--- src/hdl/iu2x_pkg.sv ---
// ----------------------------------------------------------------------------
// iu2x_pkg
// Shared types and constants of the 2x image upscaler.
// ----------------------------------------------------------------------------
package iu2x_pkg;

  localparam int PIX_W     = 8;
  localparam int COORD_W   = 11;
  localparam int CFG_W     = 11;
  localparam int CFG_IDX_W = 2;

  localparam logic [CFG_IDX_W-1:0] REG_WIDTH  = 2'd0;
  localparam logic [CFG_IDX_W-1:0] REG_HEIGHT = 2'd1;

  // One classified source pixel: the pixels and line-buffer values around it,
  // the doubled coordinates and the columns and rows it finishes.
  typedef struct packed {
    logic [PIX_W-1:0]   cur_l;
    logic [PIX_W-1:0]   cur_r;
    logic [PIX_W-1:0]   top_l;
    logic [PIX_W-1:0]   top_r;
    logic [COORD_W-1:0] row0;
    logic [COORD_W-1:0] col0;
    logic               has_left;
    logic               has_top;
    logic               last_col;
    logic               last_row;
  } entry_t;

  typedef enum logic [1:0] {
    ROW_ABOVE,
    ROW_MID,
    ROW_BELOW
  } row_pos_t;

endpackage

--- src/hdl/iu2x_queue.sv ---
// ----------------------------------------------------------------------------
// iu2x_queue
// Four-entry queue of work entries between the front and back ends.
// ----------------------------------------------------------------------------
module iu2x_queue (
  input  logic             clk,
  input  logic             rst,
  input  logic             push_valid,
  output logic             push_ready,
  input  iu2x_pkg::entry_t push_entry,
  output logic             pop_valid,
  input  logic             pop_ready,
  output iu2x_pkg::entry_t pop_entry
);
  import iu2x_pkg::*;

  localparam int DEPTH = 4;
  localparam int PW    = $clog2(DEPTH);

  entry_t          slots [DEPTH];
  logic [PW-1:0]   wr_ptr;
  logic [PW-1:0]   rd_ptr;
  logic [PW:0]     count;
  logic            do_push;
  logic            do_pop;

  assign push_ready = count != (PW+1)'(DEPTH);
  assign pop_valid  = count != '0;
  assign pop_entry  = slots[rd_ptr];
  assign do_push    = push_valid && push_ready;
  assign do_pop     = pop_valid && pop_ready;

  always_ff @(posedge clk) begin
    if (do_push) begin
      slots[wr_ptr] <= push_entry;
    end
  end

  always_ff @(posedge clk) begin
    if (rst) begin
      wr_ptr <= '0;
      rd_ptr <= '0;
      count  <= '0;
    end else begin
      if (do_push) begin
        wr_ptr <= wr_ptr + 1'b1;
      end
      if (do_pop) begin
        rd_ptr <= rd_ptr + 1'b1;
      end
      case ({do_push, do_pop})
        2'b10:   count <= count + 1'b1;
        2'b01:   count <= count - 1'b1;
        default: count <= count;
      endcase
    end
  end

endmodule

--- config.mk ---
export PLATFORM = sky130hd
export DESIGN_NAME = iu2x_queue
export DESIGN_NICKNAME = d
export VERILOG_FILES = /design/src/hdl/iu2x_pkg.sv /design/src/hdl/iu2x_queue.sv
export SDC_FILE = /design/constraint.sdc
export NUM_CORES = 1
export LEC_CHECK = 0
export ABC_AREA = 1
export BUFFER_PORTS_ARGS = -buffer_cell sky130_fd_sc_hd__buf_2
export CAP_MARGIN = 5
export CORE_MARGIN = 4
export CORE_UTILIZATION = 52
export CTS_CLUSTER_DIAMETER = 30
export DETAILED_ROUTE_END_ITERATION = 10
export PLACE_DENSITY = 0.75
export REMOVE_ABC_BUFFERS = 1
export SLEW_MARGIN = 10
export SYNTH_ARGS = -nofsm -noshare
export SYNTH_HDL_FRONTEND = slang
export SYNTH_SLANG_ARGS = --single-unit
--- constraint.sdc ---
create_clock -name clk -period 3.75 [get_ports clk]
set_clock_uncertainty 0.2 [all_clocks]
set_input_delay 0.375 -clock clk [delete_from_list [all_inputs] [get_ports clk]]
set_output_delay 0.375 -clock clk [all_outputs]
set_load 0.01 [all_outputs]
==> results of run 1 <==
[logic make-up after synthesis]
logic type / Yosys count / synth area share
buf+inv: 55 / 0.0355
flops: 241 / 0.756
compound gates: 181 / 0.130
simple gates: 146 / 0.0695
fa+ha+maj: 6 / 0.00874
[worst max-delay path, cell delays in order (launching register included)]
cell and delay, ps:
dfxtp_4 530, inv_6 800, o21ai_0 280, o22ai_2 200, buf_2 170
[cell usage after synthesis, drive strengths merged]
cell type | n | area share
nor2 | 126 | 0.061
clkbuf | 13 | 0.0058
o22ai | 58 | 0.065
a21oi | 5 | 0.0026
edfxtp | 232 | 0.74
ha | 5 | 0.0066
dfxtp | 9 | 0.019
inv | 18 | 0.0077
nand3 | 5 | 0.0026
fa | 1 | 0.0021
buf | 24 | 0.022
nand2 | 15 | 0.0062
o21ai | 118 | 0.062
[metal layers]
| metal | share of wire | global-route usage | routed length, um | vias to the layer above |
|---|---|---|---|---|
| met5 | 0 | 0 | 0 | - |
| met4 | 0.018 | 0.0580 | 357 | 0 |
| met3 | 0.070 | 0.0536 | 1430 | 35 |
| met2 | 0.52 | 0.355 | 10500 | 196 |
| met1 | 0.39 | 0.237 | 8050 | 2921 |
| li1 | - | - | - | 2751 |
[power groups by stage]
stage	Combinational (mW)	Sequential [mW]	Clock [mW]
after floorplan	0.989	3.40	0
after global placement	1.65	3.37	0
after detailed placement	1.71	3.38	0
after CTS	1.78	3.33	3.58
after global routing	1.94	3.35	3.72
final	1.77	3.33	3.53
[cell usage in the layout, fill, tap and decap left out, drive strengths merged]
cell | Yosys | routed
buf | 24 | 129
clkbuf | 13 | 44
edfxtp | 232 | 232
fa | 1 | 1
dfxtp | 9 | 9
inv | 18 | 23
o21ai | 118 | 118
a21oi | 5 | 5
nor2 | 126 | 126
nand2 | 15 | 15
ha | 5 | 5
bufinv | 0 | 5
o22ai | 58 | 58
clkinv | 0 | 14
dlygate4sd3 | 0 | 62
nand3 | 5 | 5
clkinvlp | 0 | 4
[how the worst max path moves through the flow]
stage,from,slack [ps],end
2_1_floorplan,flop,-70,pop_entry[10]
3_3_place_gp,flop,1270,pop_entry[12]
3_5_place_dp,flop,1230,pop_entry[27]
4_1_cts,flop,620,pop_entry[51]
5_1_grt,flop,450,pop_entry[9]
6_report,flop,650,pop_entry[21]
[repair_timing]
item	in CTS	in global routing
hold buffers	62	0
endpoints found under the hold margin	237	0
resized for setup	0	0
[layout make-up]
cell class,count,share of cell area
clock buffer,44,0.0837
clock inverter,28,0.0261
inverter,18,0.00598
multi-input combinational,333,0.165
sequential,241,0.589
tap,229,0.0236
timing repair buffer,191,0.107
[registers in the layout (all words and copies together) (netlist names), named ones only]
register / cells
slots: 232
wr_ptr: 2
count: 3
rd_ptr: 2
[per-stage QoR]
| stage | setup TNS, ps | std cells |
|---|---|---|
| 2_1_floorplan | -8010 | 592 |
| 3_3_place_gp | 0 | 950 |
| 3_5_place_dp | 0 | 950 |
| 4_1_cts | 0 | 1084 |
| 5_1_grt | 0 | 1084 |
| 6_report | 0 | 1084 |
==> metrics.md, run 1 <==
| Metric | Value |
|---|---|
| Run status | finished, final reports clean |
| DR iter-0 viols | 508 |
| Cell area after synthesis | 9450 sq um |
| Post-route ant nets | 0 |
| Die Y | 143 um |
| Clk sinks | 241 |
| Global-route wire length before repair | 31,400 um |
| Netlist cell types | 24 |
| Worst path arrival time | 2530 ps |
| Flop pwr share | 0.386 |
| Pwr Total | 8.63 mW |
| Syn_area_per_cell | 15.0 sq um |
| Gate power share | 0.205 |
| Area of the multi-input gates | 2000 sq um |
| CTS buffer count | 39 |
| Filler Cell Count | 1,186 |
| Pint | 6.16 mW |
| Switching share of power | 0.286 |
| Fin nets | 892 |
| H-tree depth | 2 |
| Place WS | 1230 ps |
| Worst Path Max Fanout | 116 |
| Detail Placement HPWL | 10,700 um |
| Routed via count | 5,903 |
| Final worst slack | 649 ps |
| Core Region | 17,900 sq um |
| Clock power share | 0.409 |
| Type of the worst setup path | flop to output pin |
| RR Endpoint | slots[3][38]$_DFFE_PP_ |
| Pwr dens | 711 nW/um^2 |
| Final setup vio count | 0 |
| Antenna diode count | 0 |
| Area post-placement | 10,200 sq um |
| Switching power | 2.47 mW |
| Reg area | 7150 sq um |
| Fin. Hold Viols | 0 |
| Vias in the first global route | 6,246 |
| Worst setup EP type | output pin |
| Tot GR Track Use | 0.199 |
| Cell area after layout | 12,100 sq um |
| Num ports | 122 |
| #FFs+latches synth | 241 |
| Unrepaired setup endpoints after global routing | no |
| Initial Util | 0.528 |
| Req. time, crit path | 3170 ps |
| Largest net degree at the start of global routing | 117 |
| Hold path cells | 2 |
| Postcts setup bufs | 0 |
| Pre-antenna DRT Iters | 4 |
| Min-delay src | rd_ptr[1]$_SDFFE_PP0P_ |
| Placer's final routability congestion estimate | 0.765 |
| Sequential area share after synthesis | 0.756 |
| Grt total ovfl | 0 |
| Final Critical Period | 3100 ps |
| Full die area | 20,400 sq um |
| Maximum clock rate | 322 MHz |
| Final core utilization | 0.678 |
| Row count | 49 |
| Worst IR Drop VDD | 0.554 mV |
| Worst skew pair latency | 500 ps |
| Initial antenna violation count | 0 |
| Maximum clock path buffer count | 3 |
| Max_slew headroom | 0.287 |
| Routed vias/inst | 5.45 |
| CTS tree | built |
| R2R depth | 5 |
| Routed len/inst | 18.8 um |
| Area Growth Syn to Fin | 28.5% |
| Share of cells above drive strength 1 | 0.330 |
| Syn. warnings | 0 |
| Residual DRC count | 0 |
| Fin crit share | 0.827 |
| Slew @ Worst Pin | 1070 ps |
| Routed wire length | 20,400 um |
| Chip width | 143 um |
| WHS | 313 ps |
| Max_cap viols | 0 |
| Startpoint types | flop |
| Reg-to-reg startpoint | count[1]$_SDFFE_PP0P_ |
| Slew Limit Fails | 0 |
| Reg-to-reg setup timing slack | 1410 ps |
| Cells after Synth | 629 |
| Lkg Pwr | 4.35 nW |
| Register clock-pin slew on the reported worst setup and hold paths | 50 ps |
| Hold WC Path Type | flop to flop |
| Clock root cell | clkbuf_16 |
| I/O Buffers | 121 |
Note: power is estimated with default switching activity, not from simulation.
==> run 2: changes to the inputs <==
==> constraint.sdc (replaced) <==
create_clock -name clk -period 2.5 [get_ports clk]
set_clock_uncertainty 0.2 [all_clocks]
set_input_delay 0.25 -clock clk [delete_from_list [all_inputs] [get_ports clk]]
set_output_delay 0.25 -clock clk [all_outputs]
set_load 0.01 [all_outputs]
==> run 2 against run 1 <==
Against the previous run:
- combinational power rose by 63%
- core utilization grew 1.4 points
- sequential share of layout area decreased by 1.2 points
- sequential power up 48%
- final area rose by 2.0%
- clock-buffer cell count shrank 2
- die area unchanged
- critical path depth up 1
- via count increased by 3.0%
- register-to-register slack got worse by 1200 ps
- largest power group unchanged
- highest routed layer unchanged
==> metrics.md, run 2 (synthesis results as in run 1) <==
| Metric | Value |
|---|---|
| Run status | finished, final reports clean |
| Worst Path Max Fanout | 46 |
| Routed via count | 6,078 |
| Switching share of power | 0.278 |
| DR iter-0 viols | 365 |
| Row count | 49 |
| Initial antenna violation count | 0 |
| Top routing layer used | met4 |
| Pre-antenna DRT Iters | 4 |
| Final setup vio count | 0 |
| Area Growth Syn to Fin | 31.1% |
| Maximum clock rate | 419 MHz |
| Fin nets | 902 |
| Register clock-pin slew on the reported worst setup and hold paths | 50 ps |
| Flop pwr share | 0.364 |
| Routed met3 length | 1280 um |
| Most frequent cells in the layout | edfxtp_1, buf_2, o21ai_0, nor2_1, dlygate4sd3_1 |
| Max_cap viols | 0 |
| Routed wire length | 21,100 um |
| Filler Cell Count | 1,189 |
| Biggest register | slots |
| Clk sinks | 241 |
| Cell area after layout | 12,400 sq um |
| Share of cells above drive strength 1 | 0.341 |
| Clock power share | 0.424 |
| Type of the worst setup path | flop to output pin |
| Largest net degree at the start of global routing | 117 |
| Largest register FFs | 232 |
| Pwr dens | 1090 nW/um^2 |
| H-tree depth | 2 |
| Lkg Pwr | 4.46 nW |
| Num ports | 122 |
| Most common cell after layout, fill and taps aside | edfxtp_1 |
| WL met2 | 10,600 um |
| DRT met1 WL | 8680 um |
| Chip width | 143 um |
| Tot GR Track Use | 0.199 |
| Placed Cells incl. Taps | 959 |
| Unrepaired setup endpoints after global routing | no |
| WHS | 298 ps |
| Vias in the first global route | 6,154 |
| Post-route ant nets | 0 |
| Initial Util | 0.528 |
| Gate power share | 0.213 |
| Routed vias/inst | 5.56 |
| Slew @ Worst Pin | 477 ps |
| Grt total ovfl | 0 |
| Switching power | 3.77 mW |
| Top flop regs | slots x232, count x3 |
| Area post-placement | 10,300 sq um |
| Routed len/inst | 19.3 um |
| Req. time, crit path | 2050 ps |
| Placer's final routability congestion estimate | 0.833 |
| Core Region | 17,900 sq um |
| Final Critical Period | 2390 ps |
| Max_slew headroom | 0.682 |
| Postcts setup bufs | 0 |
| Residual DRC count | 0 |
| Die Y | 143 um |
| Worst IR Drop VDD | 0.961 mV |
| Finished Layout Cells | 1,093 |
| Startpoint types | flop |
| Fin crit share | 0.954 |
| Slew Limit Fails | 0 |
| Hold WC Path Type | input port to flop |
| Pint | 9.78 mW |
| I/O Buffers | 121 |
| Worst path arrival time | 1940 ps |
| Fin. Hold Viols | 0 |
| CTS buffer count | 39 |
| Worst setup EP type | output pin |
| Worst skew pair latency | 500 ps |
| Clock root cell | clkbuf_16 |
| Full die area | 20,400 sq um |
| Detail Placement HPWL | 11,200 um |
| Global-route wire length before repair | 31,300 um |
| Maximum clock path buffer count | 3 |
| CTS tree | built |
[run 2: cell types whose count changed in the layout (fill, tap and decap cells not counted), sizes merged]
cell	before	now
clkinvlp	4	5
buf	129	138
clkbuf	44	43
clkinv	14	9
diode	0	1
bufinv	5	9
[run 2: worst paths after layout]
kind | start | to | slack [ps] | depth (start not counted)
max | flop | pop_entry[30] | 110 | 5
max reg2reg | count[1]$_SDFFE_PP0P_ | count[2]$_SDFFE_PP0P_ | 210 | 12
min | push_entry[52] | slots[0][52]$_DFFE_PP_ | 300 | 2
min reg2reg | rd_ptr[1]$_SDFFE_PP0P_ | flop | 310 | 2
[run 2: area by class of cell]
cell class                 count  area (sq um)  share of cell area
sequential                   241          7150               0.577
multi-input combinational    333          2000               0.161
timing repair buffer         201          1440               0.116
clock buffer                  42          1030              0.0831
clock inverter                28           407              0.0328
tap                          229           287              0.0231
inverter                      18          75.1             0.00606
antenna                        1          2.50            0.000202
[run 2: routing by layer]
layer	global-route usage	up-vias
met5	0	-
met4	0.0820	0
met3	0.0462	53
met2	0.333	219
met1	0.252	3041
li1	-	2765
[run 2: critical path, stage by stage (launching register included)]
cell and delay [ps]:
dfxtp_4 390, inv_8 240, buf_4 320, o21ai_0 160, o22ai_2 140, buf_2 150
[run 2: what timing repair did]
| item | 4_1_cts | 5_1_grt |
|---|---|---|
| hold endpoints to repair | 241 | 0 |
| endpoints found under the setup margin | 0 | 3 |
| resized for setup | 0 | 2 |
| hold buffers | 62 | 0 |
[run 2: per-stage QoR]
step                      worst slack (ps)  TNS (ps)  power [mW]  utilization
after CTS                             26.5         0        13.6        0.690
after detailed placement               296         0        7.72        0.575
after global routing                  4.45         0        14.1        0.692
final                                  114         0        13.6        0.692
after global placement                 443         0        7.59        0.575
after floorplan                      -1270   -363240        6.58            -
[run 2: power by group through the flow]
stage                     logic [mW]  registers [mW]  clock network (mW)
after floorplan                 1.48            5.10                   0
after global placement          2.62            4.97                   0
after detailed placement        2.74            4.99                   0
after CTS                       2.83            4.91                5.84
after global routing            3.13            4.95                6.05
final                           2.88            4.93                5.75
==> run 3: changes to the inputs <==
--- a/config.mk
+++ b/config.mk
@@ -10,6 +10,7 @@
 export CAP_MARGIN = 5
 export CORE_MARGIN = 4
 export CORE_UTILIZATION = 52
+export CTS_BUF_LIST = sky130_fd_sc_hd__clkbuf_16
 export CTS_CLUSTER_DIAMETER = 30
 export DETAILED_ROUTE_END_ITERATION = 10
 export PLACE_DENSITY = 0.75
==> run 3 against run 2 <==
Against the previous run:
- sequential share of layout area is the same
- non-clock buffer count unchanged
- clock power hardly changed
- core utilization unchanged
- flip-flop and latch count did not move
- first-iteration DRC count shrank 0.55%
- maximum frequency about the same
- global-route usage unchanged
- largest cell class unchanged
- register-to-register slack about the same
- worst setup slack lost 1.1 ps
- via count is 0.12% lower
- critical endpoint unchanged
- combinational power hardly changed
- highest routed layer unchanged
==> metrics.md, run 3 (synthesis results as in run 1) <==
| Metric | Value |
|---|---|
| Run status | finished, final reports clean |
| Fin nets | 902 |
| CP cell instances | inv_8, buf_4, o21ai_0, o22ai_2, buf_2 |
| Req. time, crit path | 2050 ps |
| Placed Cells incl. Taps | 959 |
| Chip width | 143 um |
| Setup TNS Final | 0 ps |
| Final Critical Period | 2390 ps |
| Register clock-pin slew on the reported worst setup and hold paths | 50 ps |
| Residual DRC count | 0 |
| Detail Placement HPWL | 11,200 um |
| Slew @ Worst Pin | 481 ps |
| R2R depth | 12 |
| Initial antenna violation count | 0 |
| Clk sinks | 241 |
| Switching power | 3.77 mW |
| Vias in the first global route | 6,154 |
| Placer's final routability congestion estimate | 0.833 |
| Row count | 49 |
| Worst path arrival time | 1940 ps |
| Max stage delay cell, worst path | dfxtp_4 |
| Most common cell after layout, fill and taps aside | edfxtp_1 |
| Initial Util | 0.528 |
| CTS tree | built |
| Max_slew headroom | 0.680 |
| Tot GR Track Use | 0.199 |
| Max_cap viols | 0 |
| Gate power share | 0.213 |
| Routed vias/inst | 5.55 |
| Flop pwr share | 0.364 |
| Num ports | 122 |
| Clock root cell | clkbuf_16 |
| Clock power share | 0.424 |
| I/O Buffers | 121 |
| Most frequent cells in the layout | edfxtp_1, buf_2, o21ai_0, nor2_1, dlygate4sd3_1 |
| Share of cells above drive strength 1 | 0.341 |
| Finished Layout Cells | 1,093 |
| Fin. Hold Viols | 0 |
| Routed len/inst | 19.3 um |
| Reg-to-reg setup timing slack | 210 ps |
| Pwr dens | 1090 nW/um^2 |
| H-tree depth | 2 |
| Maximum clock path buffer count | 3 |
| Fin crit share | 0.955 |
| DR iter-0 viols | 363 |
| Slew Limit Fails | 0 |
| Worst IR Drop VDD | 0.961 mV |
| Post-route ant nets | 0 |
| Routed via count | 6,071 |
| Cell area after layout | 12,400 sq um |
| Die Y | 143 um |
| Core Region | 17,900 sq um |
| CTS buffer count | 39 |
| Pint | 9.78 mW |
| Top flop regs | slots x232, count x3 |
| Switching share of power | 0.278 |
| Maximum clock rate | 419 MHz |
| Largest net degree at the start of global routing | 117 |
| Hold WC Path Type | input port to flop |
| Routed wire length | 21,100 um |
| Grt total ovfl | 0 |
| Max stage delay on crit path | 390 ps |
| Final setup vio count | 0 |
| Type of the worst setup path | flop to output pin |
| Worst setup EP type | output pin |
| Area post-placement | 10,300 sq um |
| Global-route wire length before repair | 31,300 um |
| Postcts setup bufs | 0 |
| Area Growth Syn to Fin | 31.1% |
| Startpoint types | flop |
| Full die area | 20,400 sq um |
| Lkg Pwr | 4.47 nW |
| Worst skew pair latency | 500 ps |
| Unrepaired setup endpoints after global routing | no |
| Hold path cells | 2 |
| Biggest register | slots |
| Pre-antenna DRT Iters | 4 |
| Worst Path Max Fanout | 46 |
| Largest register FFs | 232 |
run 3: changes by cell type in the layout (fill, tap and decap cells not counted), sizes merged:
cell,change
clkbuf,-1
inv,+1
run 3: final cells by class:
cell class | instances | area, sq um
Sequential cell | 241 | 7150
Fill cell | 1189 | 5520
Multi-Input combinational cell | 333 | 2000
Timing Repair Buffer | 201 | 1440
Clock buffer | 41 | 1030
Clock inverter | 29 | 410
Tap cell | 229 | 287
Inverter | 18 | 75.1
Antenna cell | 1 | 2.50
run 3: repair_timing:
action	CTS	global route
setup endpoints to repair	0	3
endpoints found under the hold margin	241	0
gates resized for setup	0	2
hold buffers	62	0
run 3: power groups by stage:
| stage | combinational, mW | clock, mW | sequential [mW] |
|---|---|---|---|
| global placement | 2.62 | 0 | 4.97 |
| detailed placement | 2.74 | 0 | 4.99 |
| CTS | 2.83 | 5.83 | 4.91 |
| floorplan | 1.48 | 0 | 5.10 |
| global route | 3.13 | 6.04 | 4.95 |
| finish | 2.88 | 5.74 | 4.93 |
run 3: stage by stage:
| step | setup WS [ps] | hold slack [ps] | utilization | power [mW] |
|---|---|---|---|---|
| 2_1_floorplan | -1270 | 119 | - | 6.58 |
| 3_3_place_gp | 443 | 258 | 0.575 | 7.59 |
| 3_5_place_dp | 296 | 264 | 0.575 | 7.72 |
| 4_1_cts | 26.5 | 276 | 0.690 | 13.6 |
| 5_1_grt | 4.45 | 283 | 0.692 | 14.1 |
| 6_report | 113 | 296 | 0.692 | 13.6 |
run 3: final timing paths:
path | start | end
worst max-delay path | flop | pop_entry[30]
worst min-delay path | push_entry[52] | slots[3][52]$_DFFE_PP_
worst max register to register | count[1]$_SDFFE_PP0P_ | count[2]$_SDFFE_PP0P_
worst min register to register | rd_ptr[1]$_SDFFE_PP0P_ | flop
run 3: metal layers:
layer / vias up / GRT usage / share of wire
li1: 2766 / - / -
met1: 3034 / 0.252 / 0.41
met2: 218 / 0.333 / 0.50
met3: 53 / 0.0462 / 0.060
met4: 0 / 0.0820 / 0.028
met5: - / 0 / 0
run 3: worst max-delay path, delay by kind of cell (launching register included):
| kind | cells | cell delay (ps) |
|---|---|---|
| DFF | 1 | 390 |
| AOI/OAI and AO/OA | 2 | 300 |
| buffers and inverters | 3 | 710 |
