**config.mk**
```make
export PLATFORM = sky130hd
export DESIGN_NAME = iu2x_back
export DESIGN_NICKNAME = d
export VERILOG_FILES = /design/src/hdl/iu2x_pkg.sv /design/src/hdl/iu2x_back.sv
export SDC_FILE = /design/constraint.sdc
export NUM_CORES = 1
export LEC_CHECK = 0
export BUFFER_PORTS_ARGS = -buffer_cell sky130_fd_sc_hd__buf_2
export CELL_PAD_IN_SITES_DETAIL_PLACEMENT = 1
export CELL_PAD_IN_SITES_GLOBAL_PLACEMENT = 2
export CORE_MARGIN = 2
export CORE_UTILIZATION = 35
export CTS_BUF_LIST = sky130_fd_sc_hd__clkbuf_8
export CTS_CLUSTER_DIAMETER = 80
export DETAILED_ROUTE_END_ITERATION = 8
export PLACE_DENSITY = 0.9
export SYNTH_ARGS = -nofsm -noshare
export SYNTH_HDL_FRONTEND = slang
export SYNTH_SLANG_ARGS = --single-unit
```
**constraint.sdc**
```tcl
create_clock -name clk -period 11.22 [get_ports clk]
set_clock_uncertainty 0.15 [all_clocks]
set_input_delay 1.122 -clock clk [delete_from_list [all_inputs] [get_ports clk]]
set_output_delay 1.122 -clock clk [all_outputs]
set_load 0.03 [all_outputs]
```
**src/hdl/iu2x_pkg.sv**
```systemverilog
// ----------------------------------------------------------------------------
// iu2x_pkg
// Shared types and constants of the 2x image upscaler.
// ----------------------------------------------------------------------------
package iu2x_pkg;

  localparam int PIX_W     = 8;
  localparam int COORD_W   = 11;
  localparam int CFG_W     = 11;
  localparam int CFG_IDX_W = 2;

  localparam logic [CFG_IDX_W-1:0] REG_WIDTH  = 2'd0;
  localparam logic [CFG_IDX_W-1:0] REG_HEIGHT = 2'd1;

  // One classified source pixel: the pixels and line-buffer values around it,
  // the doubled coordinates and the columns and rows it finishes.
  typedef struct packed {
    logic [PIX_W-1:0]   cur_l;
    logic [PIX_W-1:0]   cur_r;
    logic [PIX_W-1:0]   top_l;
    logic [PIX_W-1:0]   top_r;
    logic [COORD_W-1:0] row0;
    logic [COORD_W-1:0] col0;
    logic               has_left;
    logic               has_top;
    logic               last_col;
    logic               last_row;
  } entry_t;

  typedef enum logic [1:0] {
    ROW_ABOVE,
    ROW_MID,
    ROW_BELOW
  } row_pos_t;

endpackage

```
**src/hdl/iu2x_back.sv**
```systemverilog
// ----------------------------------------------------------------------------
// iu2x_back
// Walks each work entry through its output pixels, one word a cycle while
// out_ready allows, and holds the result in an output register.
// ----------------------------------------------------------------------------
module iu2x_back (
  input  logic                         clk,
  input  logic                         rst,
  input  logic                         pop_valid,
  output logic                         pop_ready,
  input  iu2x_pkg::entry_t             pop_entry,
  output logic                         out_valid,
  input  logic                         out_ready,
  output logic [iu2x_pkg::COORD_W-1:0] out_row,
  output logic [iu2x_pkg::COORD_W-1:0] out_col,
  output logic [iu2x_pkg::PIX_W-1:0]   out_value,
  output logic                         run_last,
  output logic                         frame_done
);
  import iu2x_pkg::*;

  function automatic logic [PIX_W-1:0] avg2(input logic [PIX_W-1:0] a,
                                            input logic [PIX_W-1:0] b);
    logic [PIX_W:0] s;
    s = {1'b0, a} + {1'b0, b};
    return s[PIX_W:1];
  endfunction

  logic     fresh;
  logic     pos_col;
  row_pos_t pos_row;
  logic     pos_sub;

  logic     cur_col;
  row_pos_t cur_row;
  logic     cur_sub;
  logic     nxt_col;
  row_pos_t nxt_row;
  logic     nxt_sub;
  logic     is_last;
  logic     load;
  row_pos_t start_row;

  logic [PIX_W-1:0]   cl;
  logic [PIX_W-1:0]   cr;
  logic [PIX_W-1:0]   tl;
  logic [PIX_W-1:0]   tr;
  logic [PIX_W-1:0]   cur_h;
  logic [PIX_W-1:0]   top_h;
  logic [PIX_W-1:0]   val;
  logic [COORD_W-1:0] row_v;
  logic [COORD_W-1:0] col_v;

  assign load      = pop_valid && (!out_valid || out_ready);
  assign pop_ready = load && is_last;
  assign start_row = pop_entry.has_top ? ROW_ABOVE : ROW_MID;

  always_comb begin
    if (fresh) begin
      cur_col = !pop_entry.has_left;
      cur_row = start_row;
      cur_sub = 1'b0;
    end else begin
      cur_col = pos_col;
      cur_row = pos_row;
      cur_sub = pos_sub;
    end

    nxt_col = cur_col;
    nxt_row = cur_row;
    nxt_sub = 1'b0;
    is_last = 1'b0;
    if (!cur_sub) begin
      nxt_sub = 1'b1;
    end else begin
      case (cur_row)
        ROW_ABOVE: nxt_row = ROW_MID;
        ROW_MID: begin
          if (pop_entry.last_row) begin
            nxt_row = ROW_BELOW;
          end else if (!cur_col && pop_entry.last_col) begin
            nxt_col = 1'b1;
            nxt_row = start_row;
          end else begin
            is_last = 1'b1;
          end
        end
        default: begin
          if (!cur_col && pop_entry.last_col) begin
            nxt_col = 1'b1;
            nxt_row = start_row;
          end else begin
            is_last = 1'b1;
          end
        end
      endcase
    end

    if (cur_col) begin
      cl    = pop_entry.cur_r;
      cr    = pop_entry.cur_r;
      tl    = pop_entry.top_r;
      tr    = pop_entry.top_r;
      cur_h = pop_entry.cur_r;
      top_h = pop_entry.top_r;
      col_v = pop_entry.col0 + COORD_W'(cur_sub);
    end else begin
      cl    = pop_entry.cur_l;
      cr    = pop_entry.cur_r;
      tl    = pop_entry.top_l;
      tr    = pop_entry.top_r;
      cur_h = avg2(cl, cr);
      top_h = avg2(tl, tr);
      col_v = pop_entry.col0 - COORD_W'(2) + COORD_W'(cur_sub);
    end

    case (cur_row)
      ROW_ABOVE: begin
        row_v = pop_entry.row0 - COORD_W'(1);
        val   = cur_sub ? avg2(top_h, cur_h) : avg2(tl, cl);
      end
      ROW_MID: begin
        row_v = pop_entry.row0;
        val   = cur_sub ? cur_h : cl;
      end
      default: begin
        row_v = pop_entry.row0 + COORD_W'(1);
        val   = cur_sub ? cur_h : cl;
      end
    endcase
  end

  always_ff @(posedge clk) begin
    if (rst) begin
      fresh   <= 1'b1;
      pos_col <= 1'b0;
      pos_row <= ROW_MID;
      pos_sub <= 1'b0;
    end else if (load) begin
      fresh   <= is_last;
      pos_col <= nxt_col;
      pos_row <= nxt_row;
      pos_sub <= nxt_sub;
    end
  end

  always_ff @(posedge clk) begin
    if (load) begin
      out_row    <= row_v;
      out_col    <= col_v;
      out_value  <= val;
      run_last   <= is_last;
      frame_done <= is_last && pop_entry.last_col && pop_entry.last_row;
    end
  end

  always_ff @(posedge clk) begin
    if (rst) begin
      out_valid <= 1'b0;
    end else if (load) begin
      out_valid <= 1'b1;
    end else if (out_ready) begin
      out_valid <= 1'b0;
    end
  end

endmodule
```
==> results of run 1 <==
## critical path: cells and delay by family
family / cells / cell delay, ns
compound gates: 2 / 0.86
buf+inv: 3 / 0.69
simple gates: 3 / 0.49
## cells in the mapped netlist (5+ instances only)
library cell,instances
nor2b_1,7
xnor2_1,14
o21ai_0,42
nand2_1,80
ha_1,41
nand2b_1,10
a31o_2,5
a21o_1,9
a31oi_1,6
dfxtp_1,6
edfxtp_1,32
xor2_1,16
a21oi_1,32
nor3_1,10
clkbuf_1,8
nor2_1,29
fa_1,5
nand3_1,11
inv_1,25
## cell type report
cell class	instances	area [sq um]
repair buffers	98	498
flip-flops and latches	38	1080
clock buffers	5	68.8
multi-input cells	388	2650
well taps	140	175
fillers	1369	6260
clock inverters	3	16.3
inverters	26	97.6
## kinds of logic (layout without fill, tap and decap cells)
logic type               after synthesis  in the layout  synth area share (%)
AND/OR/NAND/NOR                      169            169                  20.8
buffers and inverters                 39            132                  3.81
multiplexers                           5              5                  1.61
flip-flops                            38             38                  27.9
XOR/XNOR                              31             31                  7.20
AO/OA/AOI/OAI                        137            137                  22.9
adder cells (fa/ha/maj)               46             46                  15.8
## state kept, by name, summed over array words and instances (netlist names)
| register | cells |
|---|---|
| out_col | 11 |
| out_value | 8 |
| fresh | 1 |
| frame_done | 1 |
| pos_col | 1 |
| pos_row | 2 |
| out_row | 11 |
| run_last | 1 |
| out_valid | 1 |
| pos_sub | 1 |
## power by group through the flow
stage / Combinational [mW] / Sequential, mW / Clock, mW
detailed placement: 0.271 / 0.181 / 0
global route: 0.304 / 0.180 / 0.101
floorplan: 0.171 / 0.208 / 0
finish: 0.272 / 0.178 / 0.0913
CTS: 0.273 / 0.178 / 0.0948
global placement: 0.263 / 0.181 / 0
## stage by stage
step                      instance area (sq um)  utilization [%]  std cells
after global placement                     4500             41.5        690
after global routing                       4580             42.3        698
final                                      4580             42.3        698
after detailed placement                   4500             41.5        690
after floorplan                            3870                -        465
after CTS                                  4580             42.3        698
## how the worst min path moves through the flow
stage	startpoint	endpoint	slack, ns
after floorplan	pos_row[1]	pos_row[1]	0.33
after global placement	out_valid	out_valid	0.33
after detailed placement	out_valid	out_valid	0.35
after CTS	out_valid	out_valid	0.37
after global routing	out_valid	out_valid	0.42
final	out_valid	out_valid	0.37
## metal layers
metal | up-vias | routed length (microns)
met5 | - | 0
met1 | 1722 | 5200
met4 | 0 | 59
li1 | 1869 | -
met2 | 78 | 5070
met3 | 4 | 392
==> results_dict.tcl, run 1 <==
set metrics [dict create \
    status "finished clean" \
    vias_per_cell 5.26 \
    power.density_nw_per_um2 118 \
    wl_mm 10.7 \
    max_cap_viol_count 0 \
    yosys.area.top_type "edfxtp_1" \
    place_ws_ns 6.64 \
    power_uw 541 \
    route.vias.total 3673 \
    cts_max_level 2 \
    setup_viol 0 \
    ys_seq_area_share_pct 27.9 \
    coreArea_sq_um 10800 \
    worstPathRequired_ns 9.95 \
    layout-drive-gt1-share_pct 22.4 \
    die_area_sq_um 11900 \
    synthArstFlopShare_pct 0 \
    post_cts_buffers 0 \
    worstSetupEndpointType "primary output" \
    cts_tree "built" \
    hp-class "reg2reg" \
    synthCells 465 \
    io_buffers 95 \
    p_leak_nw 2.09 \
    worstReg2RegEnd "out_row[10]" \
    antenna_found_initial 0 \
    grt_util_met2_pct 32.0 \
    cts.sinks 38 \
    drtIter0Drc 141 \
    grt_pass1_vias 3760 \
    clockRootBuffer "clkbuf_8" \
    worst_pin_slew_ns 0.799 \
    ff2ff_path_depth 11 \
    clock_path_buffers 2 \
    grt-ovfl-total 0 \
    grtUsageMet3_pct 1.67 \
    fin_crit_ns 4.43 \
    firstDrtPassIters 6 \
    synth_edf_count 32 \
    clk_pin_slew_ns 0.08 \
    relSlewSlack_pct 46.7 \
    ir_worst_vdd_uv 50.4 \
    synthesis.nets 573 \
    grt_first_pass_wirelength_mm 17.5 \
    ant_nets 0 \
    diodes 0 \
    sw_frac_of_total_pct 40.8 \
    yosysWarnings 0 \
    finalSetupTns_ns 0 \
    hold_ws_ns 0.370 \
    rsz0062_at_grt "false" \
    critPathKind "in2out" \
    slew_violations 0 \
    crit_fanout 16 \
    final_nets 665 \
    post_cts_resized 0 \
    final_hold_viol_count 0 \
    clk_latency_ns 0.29 \
    critPathMaxStageDelay_ns 0.61 \
    ios 96 \
    timing.final.crit_share_pct 39.5 \
    grt_max_degree 35 \
    postLayoutSetupSlackWorst_ns 6.79 \
    final_cell_mix "buf_2, nand2_1, o21ai_0, ha_1" \
    grt_usage_pct 18.3 \
    regToRegStartpoint "fresh" \
    hold_path_depth 2 \
    route.detailed.drc 0 \
    syn_avg_cell_area_sq_um 8.33 \
    ys.flop_type "edfxtp_1" \
    arrival_ns 3.16 \
    gp_congestion 0.862 \
    area_growth_pct 18.3 \
    rrSetupSlack_ns 7.28 \
    endpoint "pop_ready" \
    fp.dieH_microns 109 \
    die_w_microns 109 \
    yosys-top-cells-area "edfxtp_1, ha_1, nand2_1, o21ai_0, a21oi_1" \
    clock_power_share_pct 16.9 \
    busiest_layer "met2" \
    start_kind "input port" \
    p_sw_uw 221 \
    ys_ff_latch 38 \
    rows 38 \
    mostFrequentLayoutCell "buf_2" \
    hpwl_mm 8.67 \
    seq_power_share_pct 32.9 \
    fmax_mhz 226 \
    hold_buffers 0 \
    critPathSlowestCell "o31a_1" \
    share_comb_of_total_power_pct 50.2 \
    critPathLaunch "pop_entry[2]" \
    cts_made_buffers 5 \
    grtUsageMet1_pct 24.8 \
    cellInternalPower_uw 320 \
    routedWlPerCell_microns 15.4 \
    mappedNetlistArea_sq_um 3870 \
    yosys.area.top_type_share_pct 24.8 \
    initial_utilization_pct 35.7 \
    crit_chain "buf_2 > nand2_1 > o31a_1 > inv_2 > a21oi_1 > nand2_1 > nor3_1 > buf_2" \
    synth.distinct_cells 63 \
]
Note: power is estimated with default switching activity, not from simulation.
==> run 2: changes to the inputs <==
--- a/config.mk
+++ b/config.mk
@@ -9,11 +9,11 @@
 export CELL_PAD_IN_SITES_DETAIL_PLACEMENT = 1
 export CELL_PAD_IN_SITES_GLOBAL_PLACEMENT = 2
 export CORE_MARGIN = 2
-export CORE_UTILIZATION = 35
+export CORE_UTILIZATION = 29
 export CTS_BUF_LIST = sky130_fd_sc_hd__clkbuf_8
 export CTS_CLUSTER_DIAMETER = 80
 export DETAILED_ROUTE_END_ITERATION = 8
-export PLACE_DENSITY = 0.9
+export PLACE_DENSITY = 0.8
 export SYNTH_ARGS = -nofsm -noshare
 export SYNTH_HDL_FRONTEND = slang
 export SYNTH_SLANG_ARGS = --single-unit
==> constraint.sdc (replaced) <==
create_clock -name clk -period 3.6 [get_ports clk]
set_clock_uncertainty 0.15 [all_clocks]
set_input_delay 0.36 -clock clk [delete_from_list [all_inputs] [get_ports clk]]
set_output_delay 0.36 -clock clk [all_outputs]
set_load 0.03 [all_outputs]
==> run 2 against run 1 <==
Against the previous run: clock power increased to 4.9 times the previous value; cell count increased by 6.4%; core utilization decreased by 6.1 points; routed wire length increased by 6.2%; combinational power increased to 3.2 times the previous value; setup slack got worse by 6.5 ns; critical path type is now reg2reg; largest cell class unchanged; highest routed layer unchanged.
==> results_dict.tcl, run 2 (synthesized netlist as in run 1, its figures left out) <==
set metrics [dict create \
    route.vias.total 3766 \
    max_cap_viol_count 0 \
    post_cts_buffers 0 \
    clk_pin_slew_ns 0.08 \
    critPathMaxStageDelay_ns 0.52 \
    cts_tree "built" \
    hpwl_mm 9.46 \
    wl_mm 11.4 \
    fp.dieH_microns 120 \
    area_growth_pct 22.7 \
    route.detailed.drc 0 \
    gp_congestion 0.834 \
    grt_usage_pct 15.9 \
    crit_chain "nor2_2 > a21oi_4 > o21ai_0 > fa_1 > a21o_1 > a21oi_1 > nor2b_1 > o31a_1 > a2111oi_0 > a311o_1" \
    dp_cells 735 \
    worst_pin_slew_ns 0.637 \
    power_mw 1.87 \
    final_nets 674 \
    hold_path_depth 3 \
    firstDrtPassIters 4 \
    critPathTopFamily "compound AO/OA/AOI/OAI gates" \
    clock_path_buffers 2 \
    hp-class "in2reg" \
    grt-ovfl-total 0 \
    worst-path-buf-inv 0 \
    clockRootBuffer "clkbuf_8" \
    final_hold_viol_count 0 \
    clk_latency_ns 0.30 \
    cts_max_level 2 \
    cts_made_buffers 5 \
    p_leak_nw 2.16 \
    final_cell_mix "buf_2, nand2_1, o21ai_0, ha_1" \
    cts.sinks 38 \
    grt_pass1_vias 3843 \
    start_kind "flip-flop" \
    timing.final.crit_share_pct 93.2 \
    die_w_microns 120 \
    drtIter0Drc 138 \
    routedWlPerCell_microns 15.3 \
    power.density_nw_per_um2 394 \
    status "finished clean" \
    ir_worst_vdd_uv 130 \
    rows 42 \
    mostFrequentLayoutCell "buf_2" \
    worstSetupEndpointType "flip-flop" \
    ff2ff_path_depth 10 \
    layout.cells.non_filler 743 \
    reg_top3 "out_col (11), out_row (11), out_value (8)" \
    crit_fanout 9 \
    fin_crit_ns 3.36 \
    antenna_found_initial 0 \
    die_area_sq_um 14300 \
    cp.depth 10 \
    arrival_ns 3.37 \
    relSlewSlack_pct 57.5 \
    rsz0062_at_grt "false" \
    diodes 0 \
    worstPathRequired_ns 3.61 \
    coreArea_sq_um 13100 \
    ant_nets 0 \
    ios 96 \
    setup_viol 0 \
    slew_violations 0 \
    fmax_mhz 298 \
    grt_max_degree 24 \
    critPathKind "reg2reg" \
    initial_utilization_pct 29.5 \
    io_buffers 95 \
    fillers 1605 \
    layout-drive-gt1-share_pct 23.8 \
    grt_first_pass_wirelength_mm 18.5 \
    critPathSlowestCell "fa_1" \
    vias_per_cell 5.07 \
]
==> run 2: cell types whose count changed in the layout (fill, tap and decap cells not counted), sizes merged <==
cell | previous run | this run
buf | 98 | 107
bufinv | 0 | 2
clkinv | 2 | 1
clkinvlp | 1 | 0
==> run 2: layer usage <==
layer  global-route usage (%)  vias to the layer above  wire, microns  part of all wire, %
met5                        0                        -              0                    0
met1                     20.2                     1783           5200                   46
met4                     3.75                        0            149                  1.3
met2                     28.5                       80           5600                   49
li1                         -                     1890              -                    -
met3                     2.23                       13            436                  3.8
==> run 2: timing repair <==
action / 4_1_cts / 5_1_grt
hold buffers: 0 / 0
setup endpoints to repair: 0 / 2
resized for setup: 0 / 1
==> run 2: final cells by class <==
cell class / count / area, sq um / share of cell area (%)
Clock inverter: 3 / 68.8 / 1.45
Tap cell: 176 / 220 / 4.63
Inverter: 26 / 97.6 / 2.05
Clock buffer: 5 / 68.8 / 1.45
Timing Repair Buffer: 107 / 566 / 11.9
Sequential cell: 38 / 1080 / 22.7
Multi-Input combinational cell: 388 / 2650 / 55.8
==> run 2: metrics by stage <==
step	setup TNS, ns	hold slack, ns	utilization (%)	cell area, sq um	worst slack [ns]
5_1_grt	0	0.156	36.2	4750	0.00756
3_3_place_gp	0	0.333	35.1	4610	0.0732
2_1_floorplan	0	0.279	-	3870	0.0477
4_1_cts	0	0.137	36.1	4750	0.148
6_report	0	0.149	36.2	4750	0.243
3_5_place_dp	-0.0328	0.341	35.1	4610	-0.0318
==> run 2: worst register-to-register path, cell delays in order (launching register included) <==
cell and delay [ns]:
dfxtp_1 0.46, nor2_2 0.09, a21oi_4 0.28, o21ai_0 0.24
fa_1 0.52, a21o_1 0.18, a21oi_1 0.22, nor2b_1 0.12
o31a_1 0.26, a2111oi_0 0.47, a311o_1 0.22
==> run 2: worst paths after layout <==
| check | from | end | slack (ns) |
|---|---|---|---|
| worst max-delay path | fresh | out_value[5] | 0.24 |
| worst min-delay path | pop_valid | out_valid | 0.15 |
| worst max register to register | fresh | out_value[5] | 0.24 |
| worst min register to register | out_valid | out_valid | 0.35 |
==> run 2: report_power, final <==
part	internal, mW	switching [mW]
Sequential	0.539	0.0161
Combinational	0.341	0.528
Clock	0.278	0.172
Total	1.16	0.716
==> run 3: changes to the inputs <==
==> config.mk (replaced) <==
export PLATFORM = sky130hd
export DESIGN_NAME = iu2x_back
export DESIGN_NICKNAME = d
export VERILOG_FILES = /design/src/hdl/iu2x_pkg.sv /design/src/hdl/iu2x_back.sv
export SDC_FILE = /design/constraint.sdc
export NUM_CORES = 1
export LEC_CHECK = 0
export BUFFER_PORTS_ARGS = -buffer_cell sky130_fd_sc_hd__buf_2
export CORE_MARGIN = 2
export CORE_UTILIZATION = 39
export CTS_BUF_LIST = sky130_fd_sc_hd__clkbuf_8
export CTS_CLUSTER_DIAMETER = 80
export DETAILED_ROUTE_END_ITERATION = 8
export PLACE_DENSITY = 0.65
export SYNTH_ARGS = -nofsm -noshare
export SYNTH_HDL_FRONTEND = slang
export SYNTH_SLANG_ARGS = --single-unit
==> run 3 against run 2 <==
Against the previous run: non-clock buffer count shrank 2; register-to-register slack improved by 0.08 ns; global-route usage increased by 2.3 points; final area down 2.0%.
==> results_dict.tcl, run 3 (synthesized netlist as in run 1, its figures left out) <==
set metrics [dict create \
    area_growth_pct 20.3 \
    vias_per_cell 5.29 \
    routedWlPerCell_microns 13.8 \
    grt_first_pass_wirelength_mm 16.4 \
    hp-class "in2reg" \
    clock_power_share_pct 20.6 \
    fp.dieH_microns 104 \
    drtIter0Drc 179 \
    critPathMaxStageDelay_ns 0.52 \
    place_ws_ns 0.0327 \
    share_comb_of_total_power_pct 47.9 \
    cellInternalPower_mw 1.08 \
    grt_usage_pct 18.2 \
    final_nets 672 \
    cts.sinks 38 \
    coreArea_sq_um 9730 \
    relSlewSlack_pct 53.6 \
    crit_chain "nor2_2 > a21oi_4 > o21ai_0 > fa_1 > a21o_1 > a21oi_1 > nor2b_1 > o31a_1 > o21ai_0 > a21oi_1 > a21oi_1 > nand3_1" \
    sw_frac_of_total_pct 38.5 \
    postLayoutSetupSlackWorst_ns 0.320 \
    critPathKind "reg2reg" \
    rsz0062_at_grt "false" \
    final_area_sq_um 4660 \
    timing.final.crit_share_pct 91.1 \
    cts_made_buffers 5 \
    io_buffers 95 \
    crit_fanout 8 \
    ant_nets 0 \
    wl_mm 9.60 \
    layout-drive-gt1-share_pct 23.5 \
    worst-path-buf-inv 0 \
    route.vias.total 3695 \
    grt_pass1_vias 3598 \
    die_area_sq_um 10700 \
    status "finished clean" \
    critPathTopFamily "compound AO/OA/AOI/OAI gates" \
    power.density_nw_per_um2 377 \
    p_leak_nw 2.14 \
    ios 96 \
    route.detailed.drc 0 \
    diodes 0 \
    grt_util_met2_pct 33.5 \
    clk_latency_ns 0.29 \
    antenna_found_initial 0 \
    rows 36 \
    worstSetupEndpointType "flip-flop" \
    ir_worst_vdd_uv 158 \
    gp_congestion 0.851 \
    cts_max_level 2 \
    firstDrtPassIters 5 \
    p_sw_uw 676 \
    mostFrequentLayoutCell "buf_2" \
    final_hold_viol_count 0 \
    final_cell_mix "buf_2, nand2_1, o21ai_0, ha_1" \
    finalSetupTns_ns 0 \
    critPathMostFrequentCell "a21oi_1" \
    grt_max_degree 21 \
    die_w_microns 104 \
    busiest_layer "met2" \
    clockRootBuffer "clkbuf_8" \
    hpwl_mm 7.86 \
    grtUsageMet1_pct 22.4 \
    reg_top3 "out_col (11), out_row (11), out_value (8)" \
    max_cap_viol_count 0 \
    fillers 1008 \
    clk_pin_slew_ns 0.08 \
    initial_utilization_pct 39.8 \
    fin_crit_ns 3.28 \
    slew_violations 0 \
    seq_power_share_pct 31.6 \
    setup_viol 0 \
    cts_tree "built" \
    clock_path_buffers 2 \
    start_kind "flip-flop" \
    worst_pin_slew_ns 0.696 \
    fmax_mhz 305 \
    worstPathRequired_ns 3.49 \
    critPathSlowestCell "fa_1" \
    postPlaceCellArea_sq_um 4540 \
    grt-ovfl-total 0 \
    grtUsageMet3_pct 2.77 \
    arrival_ns 3.17 \
]
-- run 3: path summary, 6_finish.rpt --
check                 start           end  slack [ns]  cells after the start
setup / recovery      fresh  out_value[7]        0.32                     12
hold / removal          rst     out_valid        0.16                      2
setup reg to reg      fresh  out_value[7]        0.32                     12
hold reg to reg   out_valid     out_valid        0.37                      2
-- run 3: layer usage --
layer  wire length (microns)  vias to the layer above
met4                     106                        0
met5                       0                        -
met3                     422                        9
met2                    4890                       85
li1                        -                     1896
met1                    4190                     1705
-- run 3: stage by stage --
step / hold WS (ns) / utilization (%) / total power, mW / cells
after floorplan: 0.279 / - / 1.18 / 465
after global placement: 0.331 / 46.7 / 1.38 / 690
after detailed placement: 0.367 / 46.7 / 1.40 / 690
after CTS: 0.158 / 47.8 / 1.76 / 698
after global routing: 0.156 / 47.9 / 1.89 / 698
final: 0.155 / 47.9 / 1.76 / 698
-- run 3: power by group through the flow --
| stage | Combinational, mW | Clock [mW] | Sequential, mW |
|---|---|---|---|
| 5_1_grt | 0.946 | 0.390 | 0.559 |
| 6_report | 0.840 | 0.361 | 0.554 |
| 2_1_floorplan | 0.534 | 0 | 0.648 |
| 3_5_place_dp | 0.836 | 0 | 0.565 |
| 4_1_cts | 0.840 | 0.369 | 0.555 |
| 3_3_place_gp | 0.819 | 0 | 0.564 |
-- run 3: area by class of cell --
| cell class | count | area [sq um] | share of cell area [%] |
|---|---|---|---|
| repair buffers | 105 | 551 | 11.8 |
| multi-input cells | 388 | 2660 | 57.0 |
| well taps | 133 | 166 | 3.57 |
| flip-flops and latches | 38 | 1080 | 23.2 |
| inverters | 26 | 97.6 | 2.09 |
| clock inverters | 3 | 40.0 | 0.859 |
| clock buffers | 5 | 68.8 | 1.48 |
-- run 3: timing repair --
action | 4_1_cts | 5_1_grt
setup buffers | 0 | 0
hold buffers | 0 | 0
endpoints found under the setup margin | 0 | 3
resized for setup | 0 | 3
-- run 3: worst register-to-register path: stages (launching register included) --
cell and delay, ns:
dfxtp_1 0.47, nor2_2 0.09, a21oi_4 0.25, o21ai_0 0.26, fa_1 0.52, a21o_1 0.18
a21oi_1 0.23, nor2b_1 0.10, o31a_1 0.26, o21ai_0 0.20, a21oi_1 0.10, a21oi_1 0.13
nand3_1 0.10
